[src/hdl/dtc_pkg.sv]
// Shared types and constants for the digital potentiometer calibrator.
`timescale 1ns / 1ps

package dtc_pkg;

	typedef enum logic [1:0] {
		OP_SET    = 2'd0,
		OP_CAL    = 2'd1,
		OP_SAMPLE = 2'd2,
		OP_UNUSED = 2'd3
	} op_t;

	localparam logic [7:0] POT_CMD    = 8'h11;
	localparam logic [7:0] FULL_SCALE = 8'hff;

	localparam int QDEPTH = 4;
	localparam int PTR_W  = $clog2(QDEPTH);
	localparam int CNT_W  = $clog2(QDEPTH + 1);

	// One queued command: the first frame's channel and setting, and whether
	// the closing frame (setting plus one, done) follows it.
	typedef struct packed {
		logic [2:0] sel;
		logic [7:0] setting;
		logic       final_f;
	} cmd_t;

	typedef struct packed {
		logic full;
		logic empty;
	} q_status_t;

endpackage

[src/hdl/digipot_target_calibrator_core.sv]
// Top level of the digital potentiometer driver with target calibration.
`timescale 1ns / 1ps
//
// Input channel (in_valid/in_ready, op/channel/value) takes one item per
// cycle whenever the command queue has room. A set or calibrate item with a
// valid channel, or a sample item during a search, becomes one queued command;
// other items are dropped with no frame.
// Output channel (out_valid/out_ready) carries write frames: select, spi_word
// (0x11 then 255 minus setting), setting, done_res and last.
// The first frame of an item passes through the queue, then the output register.
// A sample that ends the search yields a second frame (setting plus one,
// done_res and last high) in the cycle after the first is taken.
// Throughput: one frame per cycle while out_ready is high, set by the single
// output register; an item that yields two frames occupies it for both frames.
// Stalls: while out_ready is low the frame holds and the four-entry queue
// fills; in_ready drops only when the queue is full.
// Reset: idle, no search in progress, setting 255, queue and output empty.
//
module digipot_target_calibrator_core import dtc_pkg::*; #(
	parameter int NUM_CHANNELS = 8
) (
	input  logic        clk,
	input  logic        arst_n,
	input  logic        in_valid,
	output logic        in_ready,
	input  logic [1:0]  op,
	input  logic [2:0]  channel,
	input  logic [7:0]  value,
	output logic        out_valid,
	input  logic        out_ready,
	output logic [2:0]  select,
	output logic [15:0] spi_word,
	output logic [7:0]  setting,
	output logic        done_res,
	output logic        last
);

	// queue handshake between front and back
	logic      q_push;
	logic      q_pop;
	cmd_t      q_in;
	cmd_t      q_head;
	q_status_t q_status;

	// front: classify items, track the search, issue commands
	dtc_front #(
		.NUM_CHANNELS(NUM_CHANNELS)
	) u_front (
		.clk     (clk),
		.arst_n  (arst_n),
		.in_valid(in_valid),
		.in_ready(in_ready),
		.op      (op),
		.channel (channel),
		.value   (value),
		.q_status(q_status),
		.push    (q_push),
		.push_cmd(q_in)
	);

	// decoupling queue
	dtc_queue u_queue (
		.clk     (clk),
		.arst_n  (arst_n),
		.push    (q_push),
		.push_cmd(q_in),
		.pop     (q_pop),
		.head    (q_head),
		.status  (q_status)
	);

	// back: expand commands into frames
	dtc_back u_back (
		.clk      (clk),
		.arst_n   (arst_n),
		.head     (q_head),
		.q_status (q_status),
		.pop      (q_pop),
		.out_valid(out_valid),
		.out_ready(out_ready),
		.select   (select),
		.spi_word (spi_word),
		.setting  (setting),
		.done_res (done_res),
		.last     (last)
	);

	// a finished search always closes its item
	a_done_is_last: assert property (@(posedge clk) disable iff (!arst_n)
		out_valid && done_res |-> last)
		else $error("done frame without last");

	// the closing frame follows its first frame without a gap
	a_second_follows: assert property (@(posedge clk) disable iff (!arst_n)
		out_valid && out_ready && !last |=> out_valid && last && done_res)
		else $error("closing frame missing");

	// the front never writes into a full queue
	a_no_overflow: assert property (@(posedge clk) disable iff (!arst_n)
		q_push |-> !q_status.full)
		else $error("queue overflow");

	// the back never reads an empty queue
	a_no_underflow: assert property (@(posedge clk) disable iff (!arst_n)
		q_pop |-> !q_status.empty)
		else $error("queue underflow");

endmodule

[src/hdl/dtc_front.sv]
// Front end: accepts items, keeps the calibration state, issues frame commands.
`timescale 1ns / 1ps

module dtc_front import dtc_pkg::*; #(
	parameter int NUM_CHANNELS = 8
) (
	input  logic       clk,
	input  logic       arst_n,
	input  logic       in_valid,
	output logic       in_ready,
	input  logic [1:0] op,
	input  logic [2:0] channel,
	input  logic [7:0] value,
	input  q_status_t  q_status,
	output logic       push,
	output cmd_t       push_cmd
);

	logic       busy_q;
	logic [2:0] cal_channel_q;
	logic [7:0] target_q;
	logic [7:0] setting_q;

	logic       accept;
	logic       ch_ok;
	logic [7:0] step_down;
	logic       stop;

	assign in_ready  = !q_status.full;
	assign accept    = in_valid && in_ready;
	assign ch_ok     = {1'b0, channel} < 4'(NUM_CHANNELS);
	assign step_down = setting_q - 8'd1;
	assign stop      = (value <= target_q) || (step_down == 8'd0);

	always_comb begin
		push     = 1'b0;
		push_cmd = '0;
		unique case (op_t'(op))
			OP_SET: begin
				push     = accept && ch_ok;
				push_cmd = '{sel: channel, setting: value, final_f: 1'b0};
			end
			OP_CAL: begin
				push     = accept && ch_ok;
				push_cmd = '{sel: channel, setting: FULL_SCALE, final_f: 1'b0};
			end
			OP_SAMPLE: begin
				push     = accept && busy_q;
				push_cmd = '{sel: cal_channel_q, setting: step_down, final_f: stop};
			end
			default: begin
				push     = 1'b0;
				push_cmd = '0;
			end
		endcase
	end

	always_ff @(posedge clk or negedge arst_n) begin
		if (!arst_n) begin
			busy_q        <= 1'b0;
			cal_channel_q <= '0;
			target_q      <= '0;
			setting_q     <= FULL_SCALE;
		end else if (accept) begin
			if (op_t'(op) == OP_CAL && ch_ok) begin
				busy_q        <= 1'b1;
				cal_channel_q <= channel;
				target_q      <= value;
				setting_q     <= FULL_SCALE;
			end else if (op_t'(op) == OP_SAMPLE && busy_q) begin
				// on stop the answer is the setting before the step
				if (stop) begin
					busy_q <= 1'b0;
				end else begin
					setting_q <= step_down;
				end
			end
		end
	end

endmodule

[src/hdl/dtc_queue.sv]
// Short command queue between the front and back ends.
`timescale 1ns / 1ps

module dtc_queue import dtc_pkg::*; (
	input  logic      clk,
	input  logic      arst_n,
	input  logic      push,
	input  cmd_t      push_cmd,
	input  logic      pop,
	output cmd_t      head,
	output q_status_t status
);

	cmd_t             mem_q [QDEPTH];
	logic [PTR_W-1:0] wr_ptr_q;
	logic [PTR_W-1:0] rd_ptr_q;
	logic [CNT_W-1:0] count_q;

	assign head         = mem_q[rd_ptr_q];
	assign status.full  = count_q == CNT_W'(QDEPTH);
	assign status.empty = count_q == '0;

	always_ff @(posedge clk) begin
		if (push) begin
			mem_q[wr_ptr_q] <= push_cmd;
		end
	end

	always_ff @(posedge clk or negedge arst_n) begin
		if (!arst_n) begin
			wr_ptr_q <= '0;
			rd_ptr_q <= '0;
			count_q  <= '0;
		end else begin
			if (push) begin
				wr_ptr_q <= wr_ptr_q + PTR_W'(1);
			end
			if (pop) begin
				rd_ptr_q <= rd_ptr_q + PTR_W'(1);
			end
			if (push && !pop) begin
				count_q <= count_q + CNT_W'(1);
			end else if (pop && !push) begin
				count_q <= count_q - CNT_W'(1);
			end
		end
	end

endmodule

[src/hdl/dtc_back.sv]
// Back end: expands queued commands into write frames in an output register.
`timescale 1ns / 1ps

module dtc_back import dtc_pkg::*; (
	input  logic        clk,
	input  logic        arst_n,
	input  cmd_t        head,
	input  q_status_t   q_status,
	output logic        pop,
	output logic        out_valid,
	input  logic        out_ready,
	output logic [2:0]  select,
	output logic [15:0] spi_word,
	output logic [7:0]  setting,
	output logic        done_res,
	output logic        last
);

	logic       out_valid_q;
	logic [2:0] sel_q;
	logic [7:0] setting_q;
	logic       done_q;
	logic       last_q;
	logic       second_q;
	logic [2:0] second_sel_q;
	logic [7:0] second_set_q;
	logic       load;

	assign load = !out_valid_q || out_ready;
	assign pop  = load && !second_q && !q_status.empty;

	assign out_valid = out_valid_q;
	assign select    = sel_q;
	assign setting   = setting_q;
	assign spi_word  = {POT_CMD, FULL_SCALE - setting_q};
	assign done_res  = done_q;
	assign last      = last_q;

	always_ff @(posedge clk or negedge arst_n) begin
		if (!arst_n) begin
			out_valid_q <= 1'b0;
			second_q    <= 1'b0;
		end else if (load) begin
			if (second_q) begin
				out_valid_q <= 1'b1;
				second_q    <= 1'b0;
			end else begin
				out_valid_q <= !q_status.empty;
				second_q    <= !q_status.empty && head.final_f;
			end
		end
	end

	always_ff @(posedge clk) begin
		if (load) begin
			if (second_q) begin
				sel_q     <= second_sel_q;
				setting_q <= second_set_q;
				done_q    <= 1'b1;
				last_q    <= 1'b1;
			end else begin
				sel_q        <= head.sel;
				setting_q    <= head.setting;
				done_q       <= 1'b0;
				last_q       <= !head.final_f;
				second_sel_q <= head.sel;
				second_set_q <= head.setting + 8'd1;
			end
		end
	end

endmodule

[config.mk]
export PLATFORM = sky130hd
export DESIGN_NAME = digipot_target_calibrator_core
export DESIGN_NICKNAME = d
export VERILOG_FILES = /design/src/hdl/dtc_pkg.sv /design/src/hdl/digipot_target_calibrator_core.sv /design/src/hdl/dtc_front.sv /design/src/hdl/dtc_queue.sv /design/src/hdl/dtc_back.sv
export SDC_FILE = /design/constraint.sdc
export NUM_CORES = 1
export LEC_CHECK = 0
export ABC_CLOCK_PERIOD_IN_PS = 5400
export BUFFER_PORTS_ARGS = -buffer_cell sky130_fd_sc_hd__clkbuf_2
export CAP_MARGIN = 20
export CORE_UTILIZATION = 45
export CTS_BUF_LIST = sky130_fd_sc_hd__clkbuf_2 sky130_fd_sc_hd__clkbuf_4 sky130_fd_sc_hd__clkbuf_8
export DETAILED_ROUTE_END_ITERATION = 12
export HOLD_SLACK_MARGIN = 0.1
export PLACE_DENSITY = 0.62
export SYNTH_ARGS = -nofsm -noshare
export SYNTH_HDL_FRONTEND = slang
export SYNTH_HIERARCHICAL = 1
export SYNTH_SLANG_ARGS = --single-unit
[constraint.sdc]
create_clock -name clk -period 5.4 [get_ports clk]
set_input_delay 0.54 -clock clk [delete_from_list [all_inputs] [get_ports clk]]
set_output_delay 0.54 -clock clk [all_outputs]
set_load 0.02 [all_outputs]
==> results of run 1 <==
cells by family after synthesis:
kind of cell / Yosys count / share of synthesized area (%)
muxes: 25 / 9.34
adders and majority gates: 17 / 4.78
buffers and inverters: 49 / 5.26
DFF: 98 / 60.9
other: 2 / 0.163
xor gates and xnor gates: 17 / 3.56
and+or+nand+nor: 76 / 8.77
AOI/OAI and AO/OA: 50 / 7.25
path summary, 6_finish.rpt:
kind / endpoint / start / cells after the start / slack, ns
hold / removal: u_front/target_q[1]$_DFFE_PN0P_ / arst_n / 1 / 0.24
hold reg to reg: u_queue/count_q[2]$_DFFE_PN0P_ / u_queue/count_q[2]$_DFFE_PN0P_ / 1 / 0.51
min in group clk: u_front/target_q[1]$_DFFE_PN0P_ / value[1] / 3 / 0.44
max in group asynchronous: u_front/cal_channel_q[0]$_DFFE_PN0P_ / arst_n / 1 / 4.67
setup / recovery: u_front/setting_q[2]$_DFFE_PN1P_ / u_front/setting_q[0]$_DFFE_PN1P_ / 7 / 2.76
setup reg to reg: u_front/setting_q[2]$_DFFE_PN1P_ / u_front/setting_q[0]$_DFFE_PN1P_ / 7 / 2.76
routing by layer:
layer / vias up / wire length, µm / track usage [%]
met1: 1270 / 3440 / 20.9
met3: 7 / 294 / 2.96
met5: - / 0 / 0
met2: 55 / 3780 / 27.4
met4: 0 / 59 / 5.53
li1: 1282 / - / -
registers in the layout, summed over array words and instances (netlist names), 2 cells and up:
register and cells:
u_queue/count_q 3, u_back/setting 8, u_queue/mem_q 48, u_queue/wr_ptr_q 2
u_back/second_set_q 8, u_back/second_sel_q 3, u_front/target_q 8, u_front/setting_q 8
u_front/cal_channel_q 3, u_queue/rd_ptr_q 2
through the flow:
step | std cells | hold WS, ns | setup slack [ns]
after floorplan | 340 | 0.244 | 3.05
after global placement | 495 | 0.475 | 2.88
after detailed placement | 495 | 0.487 | 2.80
after CTS | 511 | 0.262 | 2.78
after global routing | 511 | 0.293 | 2.66
final | 511 | 0.238 | 2.76
power by group:
part | switching (mW) | leakage, nW | internal, mW | total [mW]
Combinational | 0.453 | 0.891 | 0.360 | 0.813
Clock | 0.265 | 0.0942 | 0.176 | 0.441
Sequential | 0.141 | 0.975 | 1.08 | 1.22
Total | 0.858 | 1.96 | 1.61 | 2.47
layout by cell type, fill, tap and decap left out, types with 4 or more instances in the layout:
cell                        n
sky130_fd_sc_hd__a21oi_1    7
sky130_fd_sc_hd__a22oi_1    5
sky130_fd_sc_hd__and2_1     6
sky130_fd_sc_hd__clkbuf_2  39
sky130_fd_sc_hd__clkbuf_8   9
sky130_fd_sc_hd__conb_1     8
sky130_fd_sc_hd__dfrtp_1   21
sky130_fd_sc_hd__dfstp_2    8
sky130_fd_sc_hd__edfxtp_1  69
sky130_fd_sc_hd__ha_1      16
sky130_fd_sc_hd__inv_1     31
sky130_fd_sc_hd__mux2_2    12
sky130_fd_sc_hd__mux4_1     4
sky130_fd_sc_hd__mux4_2     8
sky130_fd_sc_hd__nand2_1   17
sky130_fd_sc_hd__nand2b_1   5
sky130_fd_sc_hd__nand3_1    7
sky130_fd_sc_hd__nor2_1    19
sky130_fd_sc_hd__nor3_1     4
sky130_fd_sc_hd__o21ai_0   14
sky130_fd_sc_hd__o22ai_1    9
sky130_fd_sc_hd__xnor2_1    9
sky130_fd_sc_hd__xor2_1     6
cell type report:
class	instances	area (µm²)
well taps	133	166
repair buffers	40	203
clock inverters	7	58.8
fillers	853	4810
inverters	31	116
multi-input cells	193	1580
clock buffers	9	124
flip-flops and latches	98	2810
worst reg2reg max path, delay by kind of cell, from the launching register on:
| kind | cells | cell delay, ns |
|---|---|---|
| buffers and inverters | 1 | 0.09 |
| adder cells (fa/ha/maj) | 1 | 0.21 |
| AO/OA/AOI/OAI | 2 | 0.76 |
| AND/OR/NAND/NOR | 3 | 1.09 |
| flip-flops | 1 | 0.42 |
==> impl_metrics.py, run 1 <==
metrics = {
    "status": {
        "status": "complete, no violations",
    },
    "power_and_ir_drop": {
        "worst_ir_drop_vdd_mv": 0.210,
        "power_density_nw_per_um2": 489,
        "total_power_mw": 2.47,
        "power.static_leakage_nw": 1.96,
    },
    "synthesis": {
        "seq_area_frac_synth_pct": 60.9,
        "ys_async_sr_fraction_pct": 29.6,
        "synth.yosys.warnings": 6,
        "ys_top_cells_by_area": "sky130_fd_sc_hd__edfxtp_1 45%, sky130_fd_sc_hd__dfrtp_1 11%, sky130_fd_sc_hd__dfstp_2 4.6%",
        "synthTopCellsByCount": "69 x sky130_fd_sc_hd__edfxtp_1, 31 x sky130_fd_sc_hd__inv_1, 21 x sky130_fd_sc_hd__dfrtp_1",
        "synth_top_area_cell": "sky130_fd_sc_hd__edfxtp_1",
        "synth-edff-count": 69,
        "synth_top_cell_area_share_pct": 44.9,
        "synth_ff_type": "sky130_fd_sc_hd__edfxtp_1",
        "synth.ff_latch_count": 98,
        "synth_cell_types": 55,
        "netlist_area_um2": 4610,
        "syn_avg_cell_area_um2": 13.8,
        "synthMostInstantiatedCell": "sky130_fd_sc_hd__edfxtp_1",
        "netlist_instances": 334,
    },
    "global_routing": {
        "grt_overflow": 0,
        "grt_start_max_net_pins": 30,
        "antenna_found_initial": 0,
        "grt_first_pass_wirelength_um": 12600,
        "gr-usage-all-layers_pct": 16.1,
        "first_global_vias": 2505,
    },
    "setup_path": {
        "timing_worst_setup_path_type": "flip-flop to flip-flop",
        "crit_chain": "inv_1 -> ha_1 -> or3b_1 -> or4_1 -> and3_4 -> a2111oi_4 -> a32oi_1",
        "worstSetupStartpointType": "flip-flop",
        "critPathTopFamily": "simple AND/OR/NAND/NOR gates",
        "cpPeakStageDelay_ns": 0.58,
        "crit_fanout": 7,
        "worst_path_arrival_time_ns": 2.91,
        "timing.critical_path.to_type": "flip-flop",
        "cp_slowest_cell": "sky130_fd_sc_hd__a2111oi_4",
        "timing.critical_path.buf_inv": 1,
        "critPathRequiredTime_ns": 5.67,
    },
    "detailed_routing": {
        "per_cell_routed_wire_length_um": 14.8,
        "drt_drc_violations_left": 0,
        "antenna_violating_nets_post_route": 0,
        "detailedRoute.firstPassIterationCount": 4,
        "drt_initial_violations": 83,
        "via_per_inst": 5.12,
        "via_count": 2614,
        "routed_wl_um": 7580,
    },
    "finish": {
        "area_growth_pct": 9.72,
        "antenna_cells": 0,
        "final_design_area_excluding_fillers_um2": 5060,
        "nets": 407,
        "layout_cells_sized_above_1_pct": 24.6,
        "post-route-util_pct": 51.3,
    },
    "sta": {
        "fin_tns_setup_ns": 0,
        "final_period_minus_worst_setup_slack_ns": 2.64,
        "timing.max_slew.rel_slack_pct": 33.7,
        "final-hold-violation-count": 0,
        "final.period_utilization_pct": 49.0,
        "max_slew.worst_pin.slew_ns": 0.990,
        "clock.fmax_ghz": 0.378,
        "finalSetupViolations": 0,
        "timing.clock.skew_ns": 0.00813,
        "grt_setup_unrepaired": "no",
        "slew_viol_final": 0,
    },
    "clock_network": {
        "cts-hold-fix-buffers": 0,
        "buffer_cell_driving_the_clock_tree_root": "sky130_fd_sc_hd__clkbuf_8",
        "number_of_buffers_created_by_cts": 9,
        "cts_post_setup_buffers_inserted": 0,
        "clkSinkCount": 98,
        "htreeDepth": 3,
        "clock_tree.buffer_depth": 2,
        "worst_setup_hold_path_clk_slew_ns": 0.10,
        "worst_skew_pair_later_pin_latency_ns": 0.35,
        "post_cts.resized_instances": 0,
        "tritoncts": "built",
    },
    "floorplan": {
        "die_area_um2": 10700,
        "die_h_um": 103,
        "design.portCount": 48,
        "fp-row-count": 36,
        "die-width_um": 103,
        "core-area_um2": 9860,
        "starting_utilization_of_the_core_area_pct": 46.7,
    },
    "min_path": {
        "worstHoldPathType": "input pin to asynchronous set/reset pin",
    },
    "placement": {
        "postPlaceCellArea_um2": 4880,
        "dp.final_hpwl_um": 5470,
        "place.gp.congestion": 0.794,
        "io_buffers": 39,
    },
    "job": {
        "drv_cap": 0,
    },
}
Power figures use the tool's default switching activity.
==> run 2, diff against run 1 <==
--- a/config.mk
+++ b/config.mk
@@ -5,14 +5,14 @@
 export SDC_FILE = /design/constraint.sdc
 export NUM_CORES = 1
 export LEC_CHECK = 0
-export ABC_CLOCK_PERIOD_IN_PS = 5400
+export ABC_CLOCK_PERIOD_IN_PS = 2300
 export BUFFER_PORTS_ARGS = -buffer_cell sky130_fd_sc_hd__clkbuf_2
 export CAP_MARGIN = 20
 export CORE_UTILIZATION = 45
 export CTS_BUF_LIST = sky130_fd_sc_hd__clkbuf_2 sky130_fd_sc_hd__clkbuf_4 sky130_fd_sc_hd__clkbuf_8
 export DETAILED_ROUTE_END_ITERATION = 12
 export HOLD_SLACK_MARGIN = 0.1
-export PLACE_DENSITY = 0.62
+export PLACE_DENSITY = 0.64
 export SYNTH_ARGS = -nofsm -noshare
 export SYNTH_HDL_FRONTEND = slang
 export SYNTH_HIERARCHICAL = 1
==> constraint.sdc (replaced) <==
create_clock -name clk -period 2.3 [get_ports clk]
set_input_delay 0.23 -clock clk [delete_from_list [all_inputs] [get_ports clk]]
set_output_delay 0.23 -clock clk [all_outputs]
set_load 0.02 [all_outputs]
==> impl_metrics.py, run 2 (synthesis results as in run 1) <==
metrics = {
    "status": {
        "status": "finished, violations left",
        "violations": "setup timing",
    },
    "setup_path": {
        "critPathRequiredTime_ns": 2.58,
        "cp_slowest_cell": "sky130_fd_sc_hd__or4_4",
        "timing_worst_setup_path_type": "flip-flop to flip-flop",
        "worstSetupStartpointType": "flip-flop",
        "reg2reg_to": "u_front/setting_q[2]$_DFFE_PN1P_",
        "timing.critical_path.to_type": "flip-flop",
        "crit_fanout": 6,
        "worstReg2RegStart": "u_front/setting_q[2]$_DFFE_PN1P_",
        "worst_path_arrival_time_ns": 2.59,
        "ff2ff_setup_slack_ns": -0.005,
        "cpPeakStageDelay_ns": 0.53,
        "crit_chain": "or4_4 -> or4_4 -> xor2_4 -> a2111oi_4 -> buf_6 -> a32oi_1",
        "crit_path_frequent_cell": "sky130_fd_sc_hd__or4_4",
        "reg2reg_depth": 6,
    },
    "global_routing": {
        "antenna_found_initial": 0,
        "first_global_vias": 2831,
        "gr-usage-all-layers_pct": 17.6,
        "grt_overflow": 0,
        "grt_start_max_net_pins": 30,
        "grt_first_pass_wirelength_um": 13800,
    },
    "finish": {
        "mostFrequentLayoutCell": "sky130_fd_sc_hd__edfxtp_1",
        "largest-register": "u_queue/mem_q",
        "largest_register_ff_count": 48,
        "nets": 441,
        "area_growth_pct": 16.7,
        "antenna_cells": 0,
        "final_design_area_excluding_fillers_um2": 5380,
        "layout_cells_sized_above_1_pct": 33.1,
        "layout.cells.most_common_list": "69 x sky130_fd_sc_hd__edfxtp_1, 39 x sky130_fd_sc_hd__clkbuf_2, 33 x sky130_fd_sc_hd__buf_4",
    },
    "clock_network": {
        "worst_skew_pair_later_pin_latency_ns": 0.36,
        "buffer_cell_driving_the_clock_tree_root": "sky130_fd_sc_hd__clkbuf_8",
        "clkSinkCount": 98,
        "number_of_buffers_created_by_cts": 9,
        "worst_setup_hold_path_clk_slew_ns": 0.09,
        "htreeDepth": 3,
        "tritoncts": "built",
        "clock_tree.buffer_depth": 2,
    },
    "floorplan": {
        "fp-row-count": 36,
        "starting_utilization_of_the_core_area_pct": 46.7,
        "die-width_um": 103,
        "core-area_um2": 9860,
        "die_area_um2": 10700,
        "die_h_um": 103,
        "design.portCount": 48,
    },
    "placement": {
        "dp.final_hpwl_um": 5910,
        "postPlaceCellArea_um2": 5110,
        "io_buffers": 39,
        "place.gp.congestion": 0.849,
    },
    "power_and_ir_drop": {
        "power.static_leakage_nw": 2.13,
        "total_power_mw": 6.05,
        "power_density_nw_per_um2": 1120,
        "worst_ir_drop_vdd_mv": 0.482,
    },
    "sta": {
        "final-hold-violation-count": 0,
        "finalSetupViolations": 2,
        "max_slew.worst_pin.slew_ns": 0.809,
        "grt_setup_unrepaired": "yes",
        "clock.fmax_ghz": 0.434,
        "fin_tns_setup_ns": -0.00652,
        "timing.clock.skew_ns": 0.0140,
        "final.period_utilization_pct": 100,
        "final.hold.worst_slack_ns": 0.131,
        "final_period_minus_worst_setup_slack_ns": 2.30,
        "postLayoutSetupSlackWorst_ns": -0.00465,
        "slew_viol_final": 0,
        "timing.max_slew.rel_slack_pct": 46.1,
    },
    "detailed_routing": {
        "drt_drc_violations_left": 0,
        "antenna_violating_nets_post_route": 0,
        "via_per_inst": 5.12,
        "via_count": 2783,
        "drt_initial_violations": 110,
        "per_cell_routed_wire_length_um": 15.0,
        "detailedRoute.firstPassIterationCount": 4,
        "routed_wl_um": 8160,
    },
    "min_path": {
        "timing.hold.worst_endpoint": "u_front/target_q[6]$_DFFE_PN0P_",
        "worstHoldPathType": "input pin to flip-flop",
        "min-delay-start": "value[6]",
        "worstHoldPathCells": 3,
    },
    "job": {
        "drv_cap": 0,
    },
}
[run 2: changes by cell type in the layout (fill, tap and decap cells not counted), moves of 2 or more]
cell | previous run | this run
sky130_fd_sc_hd__buf_4 | 1 | 33
sky130_fd_sc_hd__clkinv_4 | 2 | 0
sky130_fd_sc_hd__inv_1 | 31 | 29
sky130_fd_sc_hd__inv_2 | 0 | 2
[run 2: how the worst max path moves through the flow]
stage,start,endpoint,slack [ns],cells after the start
6_report,u_front/setting_q[2]$_DFFE_PN1P_,u_front/setting_q[2]$_DFFE_PN1P_,-0.005,6
5_1_grt,u_front/setting_q[0]$_DFFE_PN1P_,u_front/setting_q[5]$_DFFE_PN1P_,-0.07,6
4_1_cts,u_front/setting_q[2]$_DFFE_PN1P_,u_queue/mem_q[0][0]$_DFFE_PP_,-0.006,5
3_5_place_dp,u_front/setting_q[0]$_DFFE_PN1P_,u_front/setting_q[2]$_DFFE_PN1P_,-0.0005,6
3_3_place_gp,u_front/setting_q[0]$_DFFE_PN1P_,u_front/setting_q[2]$_DFFE_PN1P_,0.03,6
2_1_floorplan,u_front/setting_q[0]$_DFFE_PN1P_,u_front/setting_q[2]$_DFFE_PN1P_,0.007,7
[run 2: power by group]
| group | switching (mW) | total [mW] | leakage (nW) | internal (mW) |
|---|---|---|---|---|
| sequential | 0.223 | 2.75 | 0.975 | 2.53 |
| clock | 0.594 | 0.999 | 0.0884 | 0.405 |
| combinational | 1.25 | 2.30 | 1.07 | 1.05 |
| total | 2.07 | 6.05 | 2.13 | 3.98 |
[run 2: area by class of cell]
| cell class | count | area [µm²] |
|---|---|---|
| Fill cell | 849 | 4490 |
| Sequential cell | 98 | 2810 |
| Multi-Input combinational cell | 193 | 1650 |
| Timing Repair Buffer | 74 | 464 |
| Tap cell | 133 | 166 |
| Clock buffer | 9 | 124 |
| Inverter | 31 | 116 |
| Clock inverter | 6 | 50.0 |
[run 2: metrics by stage]
stage,utilization (%),setup WS (ns),cells
2_1_floorplan,-,0.00738,340
3_3_place_gp,51.8,0.0303,526
3_5_place_dp,51.8,-0.000507,526
4_1_cts,54.1,-0.00567,544
5_1_grt,54.5,-0.0661,544
6_report,54.5,-0.00465,544
[run 2: timing repair]
action | in CTS | in global routing
endpoints found under the setup margin | 5 | 17
hold buffers | 1 | 0
gates cloned | 0 | 0
resized for setup | 7 | 7
pin swaps | 3 | 4
hold endpoints to repair | 21 | 0
setup buffers | 2 | 0
[run 2: routing by layer]
layer  routed length [µm]  vias to the layer above  track usage, %
met4                   36                        0            4.88
met5                    0                        -               0
met1                 3610                     1356            21.1
li1                     -                     1350               -
met2                 4140                       75            31.5
met3                  377                        2            4.57
[run 2: worst max-delay path, delay by kind of cell (launching register included)]
| family | cells | cell delay (ns) |
|---|---|---|
| AO/OA/AOI/OAI | 2 | 0.45 |
| XOR/XNOR | 1 | 0.19 |
| buffers and inverters | 1 | 0.17 |
| flip-flops | 1 | 0.38 |
| AND/OR/NAND/NOR | 2 | 1.03 |
